[src/rtl/gmsp_pkg.sv]
// ----------------------------------------------------------------------------
// gmsp_pkg
// Types, constants and arithmetic helpers of the geared motor speed panel.
// ----------------------------------------------------------------------------
`default_nettype none

package gmsp_pkg;

    localparam logic [1:0] GEAR_1TO1   = 2'd0;
    localparam logic [1:0] GEAR_1TO5   = 2'd1;
    localparam logic [1:0] GEAR_16TO1  = 2'd2;
    localparam logic [1:0] GEAR_UNUSED = 2'd3;

    localparam int SPEED_W = 18;

    localparam logic [SPEED_W-1:0] SAVED_RST_1TO1  = 18'd2000;
    localparam logic [SPEED_W-1:0] SAVED_RST_1TO5  = 18'd10000;
    localparam logic [SPEED_W-1:0] SAVED_RST_16TO1 = 18'd100;
    localparam logic [4:0]         LED_RST         = 5'h12;
    localparam logic [7:0]         CRC_POLY        = 8'h8C;

    typedef struct packed {
        logic mode_key;
        logic run_key_long;
        logic run_key_release;
        logic up_key;
        logic down_key;
    } t_in_beat;

    typedef struct packed {
        logic [5:0]  thousands_byte;
        logic [7:0]  flags_byte;
        logic        spare_byte;
        logic [7:0]  check_byte;
        logic [15:0] motor_speed;
        logic [4:0]  led_pattern;
        logic [3:0]  digit_low;
        logic [2:0]  digit_high;
        logic [1:0]  gear_now;
        logic        last_frame;
    } t_out_beat;

    typedef struct packed {
        logic [1:0]         gear;
        logic [SPEED_W-1:0] set_speed;
        logic               running;
        logic               reverse;
        logic [4:0]         led;
        logic               last;
    } t_snap;

    function automatic logic [SPEED_W-1:0] step_of(input logic [1:0] g);
        logic [SPEED_W-1:0] s;
        unique case (g)
            GEAR_1TO5:  s = 18'd10000;
            GEAR_16TO1: s = 18'd100;
            default:    s = 18'd1000;
        endcase
        return s;
    endfunction

    function automatic logic [SPEED_W-1:0] max_of(input logic [1:0] g);
        logic [SPEED_W-1:0] s;
        unique case (g)
            GEAR_1TO5:  s = 18'd200000;
            GEAR_16TO1: s = 18'd2500;
            default:    s = 18'd40000;
        endcase
        return s;
    endfunction

    function automatic logic [SPEED_W-1:0] min_of(input logic [1:0] g);
        logic [SPEED_W-1:0] s;
        unique case (g)
            GEAR_1TO5:  s = 18'd10000;
            GEAR_16TO1: s = 18'd100;
            default:    s = 18'd2000;
        endcase
        return s;
    endfunction

    function automatic logic [2:0] led_of(input logic [1:0] g);
        logic [2:0] l;
        unique case (g)
            GEAR_1TO5:  l = 3'b100;
            GEAR_16TO1: l = 3'b001;
            default:    l = 3'b010;
        endcase
        return l;
    endfunction

    function automatic logic [7:0] crc8_byte(input logic [7:0] crc_in, input logic [7:0] b);
        logic [7:0] c;
        c = crc_in ^ b;
        for (int i = 0; i < 8; i++) begin
            c = c[0] ? ((c >> 1) ^ CRC_POLY) : (c >> 1);
        end
        return c;
    endfunction

    // reciprocal multiplies, each exact over its full input range (18-bit; 12-bit for div10)
    function automatic logic [15:0] div5(input logic [17:0] x);
        logic [36:0] p;
        p = {19'd0, x} * 37'd419431;
        return p[36:21];
    endfunction

    function automatic logic [11:0] div100(input logic [17:0] x);
        logic [37:0] p;
        p = {20'd0, x} * 38'd671089;
        return p[37:26];
    endfunction

    function automatic logic [8:0] div1000(input logic [17:0] x);
        logic [36:0] p;
        p = {19'd0, x} * 37'd268436;
        return p[36:28];
    endfunction

    function automatic logic [4:0] div10000(input logic [17:0] x);
        logic [36:0] p;
        p = {19'd0, x} * 37'd429497;
        return p[36:32];
    endfunction

    function automatic logic [8:0] div10(input logic [11:0] x);
        logic [23:0] p;
        p = {12'd0, x} * 24'd3277;
        return p[23:15];
    endfunction

endpackage

`default_nettype wire

[src/rtl/gmsp_ctrl.sv]
// ----------------------------------------------------------------------------
// gmsp_ctrl
// Key tick register and panel state; applies one key action per cycle while i_en.
// ----------------------------------------------------------------------------
`default_nettype none

module gmsp_ctrl (
    input  wire logic              i_clk,
    input  wire logic              i_rst_n,
    input  wire logic              i_en,
    input  wire logic              i_valid,
    input  wire gmsp_pkg::t_in_beat i_data,
    output logic                   o_stall,
    output logic                   o_snap_valid,
    output gmsp_pkg::t_snap        o_snap
);

    logic r_pm, r_pr, r_pu;
    logic r_long, r_up;
    logic n_pm, n_pr, n_pu;
    logic n_long, n_up;

    logic [1:0]                   r_gear, n_gear;
    logic [gmsp_pkg::SPEED_W-1:0] r_set, n_set;
    logic [gmsp_pkg::SPEED_W-1:0] r_saved [3];
    logic [gmsp_pkg::SPEED_W-1:0] n_saved [3];
    logic                         r_run, n_run;
    logic                         r_rev, n_rev;
    logic                         r_lock, n_lock;
    logic [4:0]                   r_led, n_led;

    logic                         r_snap_valid, n_snap_valid;
    gmsp_pkg::t_snap              r_snap, n_snap;

    logic                         act_m, act_r, act_u;
    logic                         rem_r, rem_u;
    logic                         take;
    logic [1:0]                   ng;
    logic [gmsp_pkg::SPEED_W-1:0] step;
    logic [gmsp_pkg::SPEED_W:0]   sum;

    always_comb begin
        act_m = r_pm;
        act_r = !r_pm && r_pr;
        act_u = !r_pm && !r_pr && r_pu;
        rem_r = act_m && r_pr;
        rem_u = (act_m || act_r) && r_pu;
        take  = i_en && !rem_r && !rem_u;
        o_stall = !take;

        if (take && i_valid) begin
            n_pm   = i_data.mode_key;
            n_pr   = i_data.run_key_long || i_data.run_key_release;
            n_pu   = i_data.up_key || i_data.down_key;
            n_long = i_data.run_key_long;
            n_up   = i_data.up_key;
        end else begin
            n_pm   = 1'b0;
            n_pr   = rem_r;
            n_pu   = rem_u;
            n_long = r_long;
            n_up   = r_up;
        end

        n_gear  = r_gear;
        n_set   = r_set;
        n_saved = r_saved;
        n_run   = r_run;
        n_rev   = r_rev;
        n_lock  = r_lock;
        n_led   = r_led;
        ng      = (r_gear >= gmsp_pkg::GEAR_16TO1) ? gmsp_pkg::GEAR_1TO1 : r_gear + 2'd1;
        step    = gmsp_pkg::step_of(r_gear);
        sum     = {1'b0, r_set} + {1'b0, step};

        if (act_m) begin
            if (r_gear != gmsp_pkg::GEAR_UNUSED) begin
                n_saved[r_gear] = r_set;
            end
            n_gear = ng;
            n_set  = r_saved[ng];
            n_led  = {r_led[4:3], gmsp_pkg::led_of(ng)};
        end else if (act_r) begin
            if (r_long) begin
                n_lock = 1'b1;
                n_run  = !r_run;
            end else if (r_lock) begin
                n_lock = 1'b0;
            end else if (!r_run) begin
                n_rev = !r_rev;
                n_led = {r_rev, !r_rev, r_led[2:0]};
            end
        end else if (act_u) begin
            if (r_up) begin
                if (sum > {1'b0, gmsp_pkg::max_of(r_gear)}) begin
                    n_set = gmsp_pkg::max_of(r_gear);
                end else begin
                    n_set = sum[gmsp_pkg::SPEED_W-1:0];
                end
            end else begin
                if (r_set < step + gmsp_pkg::min_of(r_gear)) begin
                    n_set = gmsp_pkg::min_of(r_gear);
                end else begin
                    n_set = r_set - step;
                end
            end
        end

        n_snap_valid     = act_m || act_r || act_u;
        n_snap.gear      = n_gear;
        n_snap.set_speed = n_set;
        n_snap.running   = n_run;
        n_snap.reverse   = n_rev;
        n_snap.led       = n_led;
        n_snap.last      = !rem_r && !rem_u;
    end

    always_ff @(posedge i_clk) begin
        if (!i_rst_n) begin
            r_pm         <= 1'b0;
            r_pr         <= 1'b0;
            r_pu         <= 1'b0;
            r_long       <= 1'b0;
            r_up         <= 1'b0;
            r_gear       <= gmsp_pkg::GEAR_1TO1;
            r_set        <= gmsp_pkg::SAVED_RST_1TO1;
            r_saved[0]   <= gmsp_pkg::SAVED_RST_1TO1;
            r_saved[1]   <= gmsp_pkg::SAVED_RST_1TO5;
            r_saved[2]   <= gmsp_pkg::SAVED_RST_16TO1;
            r_run        <= 1'b0;
            r_rev        <= 1'b0;
            r_lock       <= 1'b0;
            r_led        <= gmsp_pkg::LED_RST;
            r_snap_valid <= 1'b0;
        end else if (i_en) begin
            r_pm         <= n_pm;
            r_pr         <= n_pr;
            r_pu         <= n_pu;
            r_long       <= n_long;
            r_up         <= n_up;
            r_gear       <= n_gear;
            r_set        <= n_set;
            r_saved      <= n_saved;
            r_run        <= n_run;
            r_rev        <= n_rev;
            r_lock       <= n_lock;
            r_led        <= n_led;
            r_snap_valid <= n_snap_valid;
        end
    end

    always_ff @(posedge i_clk) begin
        if (i_en) begin
            r_snap <= n_snap;
        end
    end

    assign o_snap_valid = r_snap_valid;
    assign o_snap       = r_snap;

endmodule

`default_nettype wire

[src/rtl/gmsp_fmt.sv]
// ----------------------------------------------------------------------------
// gmsp_fmt
// Frame formatter: gear ratio, display digits, frame bytes and CRC-8.
// ----------------------------------------------------------------------------
`default_nettype none

module gmsp_fmt (
    input  wire logic             i_clk,
    input  wire logic             i_rst_n,
    input  wire logic             i_snap_valid,
    input  wire gmsp_pkg::t_snap  i_snap,
    input  wire logic             i_stall,
    output logic                  o_en,
    output logic                  o_valid,
    output gmsp_pkg::t_out_beat   o_data
);

    typedef struct packed {
        logic [15:0] ms;
        logic [11:0] q;
        logic [1:0]  gear;
        logic        run;
        logic        rev;
        logic [4:0]  led;
        logic        last;
    } t_stg_b;

    typedef struct packed {
        logic [15:0] ms;
        logic [8:0]  thou;
        logic [11:0] hdr;
        logic [3:0]  dlo;
        logic [2:0]  dhi;
        logic [1:0]  gear;
        logic        run;
        logic        rev;
        logic [4:0]  led;
        logic        last;
    } t_stg_c;

    typedef struct packed {
        logic [15:0] ms;
        logic [7:0]  b0;
        logic [7:0]  b1;
        logic [7:0]  crc;
        logic [3:0]  dlo;
        logic [2:0]  dhi;
        logic [1:0]  gear;
        logic [4:0]  led;
        logic        last;
    } t_stg_d;

    logic                r_vb, r_vc, r_vd, r_ve, r_vo;
    t_stg_b              r_b, n_b;
    t_stg_c              r_c, n_c;
    t_stg_d              r_d, n_d;
    t_stg_d              r_e, n_e;
    gmsp_pkg::t_out_beat r_o, n_o;
    logic                en;
    logic [8:0]          qq;
    logic [11:0]         rem;
    logic [11:0]         hund;

    assign en = !(r_vo && i_stall);

    always_comb begin
        unique case (i_snap.gear)
            gmsp_pkg::GEAR_16TO1: begin
                n_b.ms = {i_snap.set_speed[11:0], 4'b0000};
                n_b.q  = gmsp_pkg::div100(i_snap.set_speed);
            end
            gmsp_pkg::GEAR_1TO5: begin
                n_b.ms = gmsp_pkg::div5(i_snap.set_speed);
                n_b.q  = {7'd0, gmsp_pkg::div10000(i_snap.set_speed)};
            end
            default: begin
                n_b.ms = i_snap.set_speed[15:0];
                n_b.q  = {3'd0, gmsp_pkg::div1000(i_snap.set_speed)};
            end
        endcase
        n_b.gear = i_snap.gear;
        n_b.run  = i_snap.running;
        n_b.rev  = i_snap.reverse;
        n_b.led  = i_snap.led;
        n_b.last = i_snap.last;
    end

    always_comb begin
        qq       = gmsp_pkg::div10(r_b.q);
        rem      = r_b.q - {qq, 3'b000} - {2'b00, qq, 1'b0};
        n_c.ms   = r_b.ms;
        n_c.thou = gmsp_pkg::div1000({2'b00, r_b.ms});
        n_c.hdr  = gmsp_pkg::div100({2'b00, r_b.ms});
        n_c.dlo  = rem[3:0];
        n_c.dhi  = qq[2:0];
        n_c.gear = r_b.gear;
        n_c.run  = r_b.run;
        n_c.rev  = r_b.rev;
        n_c.led  = r_b.led;
        n_c.last = r_b.last;
    end

    always_comb begin
        hund     = r_c.hdr - {r_c.thou, 3'b000} - {2'b00, r_c.thou, 1'b0};
        n_d.ms   = r_c.ms;
        n_d.b0   = r_c.thou[7:0];
        n_d.b1   = {hund[3:0], 2'b00, r_c.run, r_c.rev};
        n_d.crc  = gmsp_pkg::crc8_byte(8'h00, r_c.thou[7:0]);
        n_d.dlo  = r_c.dlo;
        n_d.dhi  = r_c.dhi;
        n_d.gear = r_c.gear;
        n_d.led  = r_c.led;
        n_d.last = r_c.last;
    end

    always_comb begin
        n_e     = r_d;
        n_e.crc = gmsp_pkg::crc8_byte(r_d.crc, r_d.b1);
    end

    always_comb begin
        n_o.thousands_byte = r_e.b0[5:0];
        n_o.flags_byte     = r_e.b1;
        n_o.spare_byte     = 1'b0;
        n_o.check_byte     = gmsp_pkg::crc8_byte(r_e.crc, 8'h00);
        n_o.motor_speed    = r_e.ms;
        n_o.led_pattern    = r_e.led;
        n_o.digit_low      = r_e.dlo;
        n_o.digit_high     = r_e.dhi;
        n_o.gear_now       = r_e.gear;
        n_o.last_frame     = r_e.last;
    end

    always_ff @(posedge i_clk) begin
        if (!i_rst_n) begin
            r_vb <= 1'b0;
            r_vc <= 1'b0;
            r_vd <= 1'b0;
            r_ve <= 1'b0;
            r_vo <= 1'b0;
        end else if (en) begin
            r_vb <= i_snap_valid;
            r_vc <= r_vb;
            r_vd <= r_vc;
            r_ve <= r_vd;
            r_vo <= r_ve;
        end
    end

    always_ff @(posedge i_clk) begin
        if (en) begin
            r_b <= n_b;
            r_c <= n_c;
            r_d <= n_d;
            r_e <= n_e;
            r_o <= n_o;
        end
    end

    assign o_en    = en;
    assign o_valid = r_vo;
    assign o_data  = r_o;

endmodule

`default_nettype wire

[src/rtl/geared_motor_speed_panel_unit.sv]
// ----------------------------------------------------------------------------
// geared_motor_speed_panel_unit
// Speed panel for a geared motor, one key-scan tick per input beat.
// Input channel: one beat per tick with five key flags (i_valid, o_stall).
// Output channel: one beat per frame (o_valid, i_stall); a tick gives zero to
// three frames, the final one marked by last_frame.
// The action unit applies one key action per cycle while not stalled; the
// next tick is taken in the cycle that handles the last action of the
// current one. A tick without keys gives no action and does not hold it up.
// Each frame passes the key tick, snapshot and formatter b, c, d, e, o
// registers in turn; a tick's frames follow one per cycle while not stalled.
// Reset: gear 1:1, set speed 2000, stopped, forward, LEDs 0x12, no frames.
// A stall while a frame waits at the output freezes the whole pipeline and
// the action unit, so o_stall rises in the same cycle.
// ----------------------------------------------------------------------------
`default_nettype none

module geared_motor_speed_panel_unit (
    input  wire logic                i_clk,
    input  wire logic                i_rst_n,
    input  wire logic                i_valid,
    output logic                     o_stall,
    input  wire gmsp_pkg::t_in_beat  i_data,
    output logic                     o_valid,
    input  wire logic                i_stall,
    output gmsp_pkg::t_out_beat      o_data
);

    logic            en;
    logic            snap_valid;
    gmsp_pkg::t_snap snap;

    gmsp_ctrl u_ctrl (
        .i_clk        (i_clk),
        .i_rst_n      (i_rst_n),
        .i_en         (en),
        .i_valid      (i_valid),
        .i_data       (i_data),
        .o_stall      (o_stall),
        .o_snap_valid (snap_valid),
        .o_snap       (snap)
    );

    gmsp_fmt u_fmt (
        .i_clk        (i_clk),
        .i_rst_n      (i_rst_n),
        .i_snap_valid (snap_valid),
        .i_snap       (snap),
        .i_stall      (i_stall),
        .o_en         (en),
        .o_valid      (o_valid),
        .o_data       (o_data)
    );

endmodule

`default_nettype wire

[config.mk]
export PLATFORM = sky130hd
export DESIGN_NAME = geared_motor_speed_panel_unit
export DESIGN_NICKNAME = d
export VERILOG_FILES = /design/src/rtl/gmsp_pkg.sv /design/src/rtl/gmsp_ctrl.sv /design/src/rtl/gmsp_fmt.sv /design/src/rtl/geared_motor_speed_panel_unit.sv
export SDC_FILE = /design/constraint.sdc
export NUM_CORES = 2
export LEC_CHECK = 0
export BUFFER_PORTS_ARGS = -buffer_cell sky130_fd_sc_hd__buf_2
export CORE_MARGIN = 5
export CORE_UTILIZATION = 35
export CTS_BUF_LIST = sky130_fd_sc_hd__clkbuf_8
export DETAILED_ROUTE_END_ITERATION = 10
export PLACE_DENSITY = 0.52
export SLEW_MARGIN = 30
export SYNTH_ARGS = -nofsm -noshare
export SYNTH_HDL_FRONTEND = slang
export SYNTH_SLANG_ARGS = --single-unit
[constraint.sdc]
create_clock -name i_clk -period 12.89 [get_ports i_clk]
set_clock_uncertainty 0.2 [all_clocks]
set_input_delay 1.289 -clock i_clk [delete_from_list [all_inputs] [get_ports i_clk]]
set_output_delay 1.289 -clock i_clk [all_outputs]
set_load 0.02 [all_outputs]
==> flow_metrics.env <==
export IMPL_synth_top_cell_area_share_pct=26.4
export IMPL_crit_path_end_kind="register"
export IMPL_synth_top_area_cell="fa_1"
export IMPL_ys_seq_area_share_pct=23.6
export IMPL_die_area_um2=125000
export IMPL_avgSynthCellArea_um2=10.8
export IMPL_yosys_warnings=0
export IMPL_tns_ps=0
export IMPL_synthArstFlopShare_pct=0
export IMPL_ys_flop_type="edfxtp_1"
export IMPL_drive_gt1_share_pct=5.66
export IMPL_cts_htree_levels=3
export IMPL_critPathMaxStageDelay_ps=820
export IMPL_period_share_pct=59.1
export IMPL_crit_chain="ha_1, inv_1, fa_1, inv_1, fa_1, inv_1, fa_1, inv_1, fa_1, inv_1, fa_1, inv_1, ha_1, a2111oi_0, o221ai_1, nor3_1, nand2_1, nand3_1, nand3b_1, a221o_1, a21oi_1, xnor2_1, o221ai_1"
export IMPL_cts_resized=0
export IMPL_worst_slew_pin_transition_ps=1040
export IMPL_worstSetupStartpointType="register"
export IMPL_rsz0062_at_grt="false"
export IMPL_drv_slew=0
export IMPL_drc=0
export IMPL_synth_area_um2=41400
export IMPL_dieWidth_um=354
export IMPL_cts_sinks=356
export IMPL_routabilityCongestion=0.903
export IMPL_required_ps=13090
export IMPL_fin_nets=5304
export IMPL_port_buffers=61
export IMPL_cp_arrival_ps=7820
export IMPL_pin_count=65
export IMPL_numCtsBuffers=67
export IMPL_hp_class="register to register"
export IMPL_ant_nets=0
export IMPL_placed_cells=5416
export IMPL_ys_ff_latch=356
export IMPL_die_y_um=354
export IMPL_drt_pass1_iter_count=5
export IMPL_clock_latency_ps=690
export IMPL_num_rows=126
export IMPL_initial_utilization_pct=35.2
export IMPL_synthTopCellsByArea="fa_1 26%, ha_1 24%, edfxtp_1 19%"
export IMPL_antenna_found_initial=1
export IMPL_overflow=0
export IMPL_synth_cell_types=86
export IMPL_clockRootBuffer="clkbuf_8"
export IMPL_grt_max_degree=132
export IMPL_fin_crit_ps=7620
export IMPL_path_common_cell="inv_1"
export IMPL_design_core_area_um2=118000
export IMPL_setup_slack_ps=5270
export IMPL_vias=26700
export IMPL_worst_setup_path_type="register to register"
export IMPL_post_route_util_pct=38.2
export IMPL_place_ws_ps=5370
export IMPL_crit_slowest_cell="edfxtp_1"
export IMPL_hpwl_mm=82.8
export IMPL_hold_viol=0
export IMPL_fmax_mhz=131
export IMPL_wire_per_inst_um=18.9
export IMPL_synthCells=3842
export IMPL_clkTransAtPathRegs_ps=70
export IMPL_area_growth_syn_to_layout_pct=8.72
export IMPL_cts_tree="built"
export IMPL_routed_wl_mm=105
export IMPL_synth_edf_count=263
export IMPL_cts_setup_buffers=0
export IMPL_grt_total_usage_pct=17.1
export IMPL_via_per_inst=4.83
export IMPL_clock_path_buffers=3
export IMPL_first_global_vias=28300
export IMPL_crit_fanout=13
export IMPL_cts_hold_buffers_added=0
export IMPL_drtIter0Drc=1513
export IMPL_grt_pass1_wl_mm=166
export IMPL_relSlewSlack_pct=30.5
export IMPL_drv_cap=0
export IMPL_stdcell_count=5531
export IMPL_status="finished clean"
export IMPL_report_final_setup_viol=0
[cell usage after synthesis (4+ instances only)]
master       n
o211ai_1    12
o211a_1      4
a31o_2       4
buf_4        4
a21boi_0     6
o31ai_1     10
dfxtp_1     93
o21a_1      11
and2_1       9
a211oi_1    17
a22oi_1     10
a211o_1      9
xnor2_1     99
buf_1        5
inv_1      936
ha_1       801
fa_1       545
a2111oi_0    6
o21ba_2      4
nor4_1       6
clkbuf_1    50
nor2_1      86
nand3_1     43
nand4_1     19
a21oi_1    166
a221oi_1    13
a221o_1      9
nor3_1      28
a31oi_1      7
o221ai_1     5
a2bb2oi_1    4
nand2_1    223
xor2_1      35
mux2_2       8
o21bai_1    11
edfxtp_1   263
nand2b_1    11
or2_2        7
and3_1      10
mux2i_1     17
o21ai_0     86
nor2b_1     19
or3_1       13
a21o_1      52
[layout make-up]
cell class / instances / area, um^2
multi-input cells: 2487 / 27900
well taps: 1536 / 1920
clock buffers: 73 / 1000
repair buffers: 98 / 583
inverters: 939 / 3530
diodes: 1 / 2.50
clock inverters: 41 / 315
fillers: 11600 / 72700
flip-flops and latches: 356 / 9760
[routing by layer]
metal	track usage, %	vias to the layer above	wire [um]
met5	0	-	0
met4	3.71	0	2150
met3	2.76	127	4980
met2	28.0	525	48900
met1	23.8	13200	48500
li1	-	12800	-
[placed cells by master, fill, tap and decap left out, types with 17 or more instances in the layout]
| master | count |
|---|---|
| a21oi_1 | 166 |
| fa_1 | 545 |
| nor2b_1 | 18 |
| inv_1 | 956 |
| nor2_1 | 86 |
| ha_1 | 801 |
| clkbuf_8 | 73 |
| nand2_1 | 223 |
| mux2i_1 | 17 |
| buf_4 | 37 |
| nor3_1 | 27 |
| buf_2 | 61 |
| a21o_1 | 52 |
| dfxtp_1 | 93 |
| xnor2_1 | 99 |
| xor2_1 | 35 |
| a211oi_1 | 17 |
| nand4_1 | 19 |
| edfxtp_1 | 263 |
| nand3_1 | 43 |
| o21ai_0 | 86 |
[registers in the layout, indices dropped and copies added, names as in the netlist, 2 cells and up]
register	count
u_ctrl.o_snap	28
u_ctrl.r_gear	2
u_ctrl.r_led	5
u_ctrl.r_saved	54
u_ctrl.r_set	18
u_fmt.n_c	26
u_fmt.n_d	40
u_fmt.n_e	43
u_fmt.n_o	43
u_fmt.o_data	51
u_fmt.r_b	12
u_fmt.r_c	4
u_fmt.r_d	8
u_fmt.r_e	8
[stage by stage]
step                      hold slack (ps)  instance area (um^2)
after global placement                200                 43700
after global routing                  219                 45000
after floorplan                       200                 41400
after CTS                             205                 45000
after detailed placement              205                 43700
final                                 203                 45000
[final timing paths]
check	slack (ps)	cells after the start	start	to
max	5270	23	u_ctrl.o_snap[12]	u_fmt.n_c[53]
min	200	0	u_fmt.n_c[8]	u_fmt.n_d[6]
max reg2reg	5270	23	u_ctrl.o_snap[12]	u_fmt.n_c[53]
min reg2reg	200	0	u_fmt.n_c[8]	u_fmt.n_d[6]
[logic make-up (layout without fill, tap and decap cells)]
family | count (synthesis) | in the layout | share of synthesized area, %
fa+ha+maj | 1347 | 1347 | 50.6
buf+inv | 1001 | 1151 | 9.12
compound gates | 491 | 491 | 7.88
simple gates | 486 | 486 | 5.32
flops | 356 | 356 | 23.6
xor+xnor | 135 | 135 | 2.89
mux | 25 | 25 | 0.629
other cells | 1 | 4 | 0.00906
[worst max-delay path: cells and delay by family, from the launching register on]
kind | cells | cell delay (ps)
AOI/OAI and AO/OA | 5 | 1370
xor gates and xnor gates | 1 | 140
adders and majority gates | 7 | 3640
buffers and inverters | 6 | 520
DFF | 1 | 820
and+or+nand+nor | 4 | 620
Power is left out: the tool's default activity adds up to more than one toggle a clock period on the data nets, which glitch-free logic cannot reach.
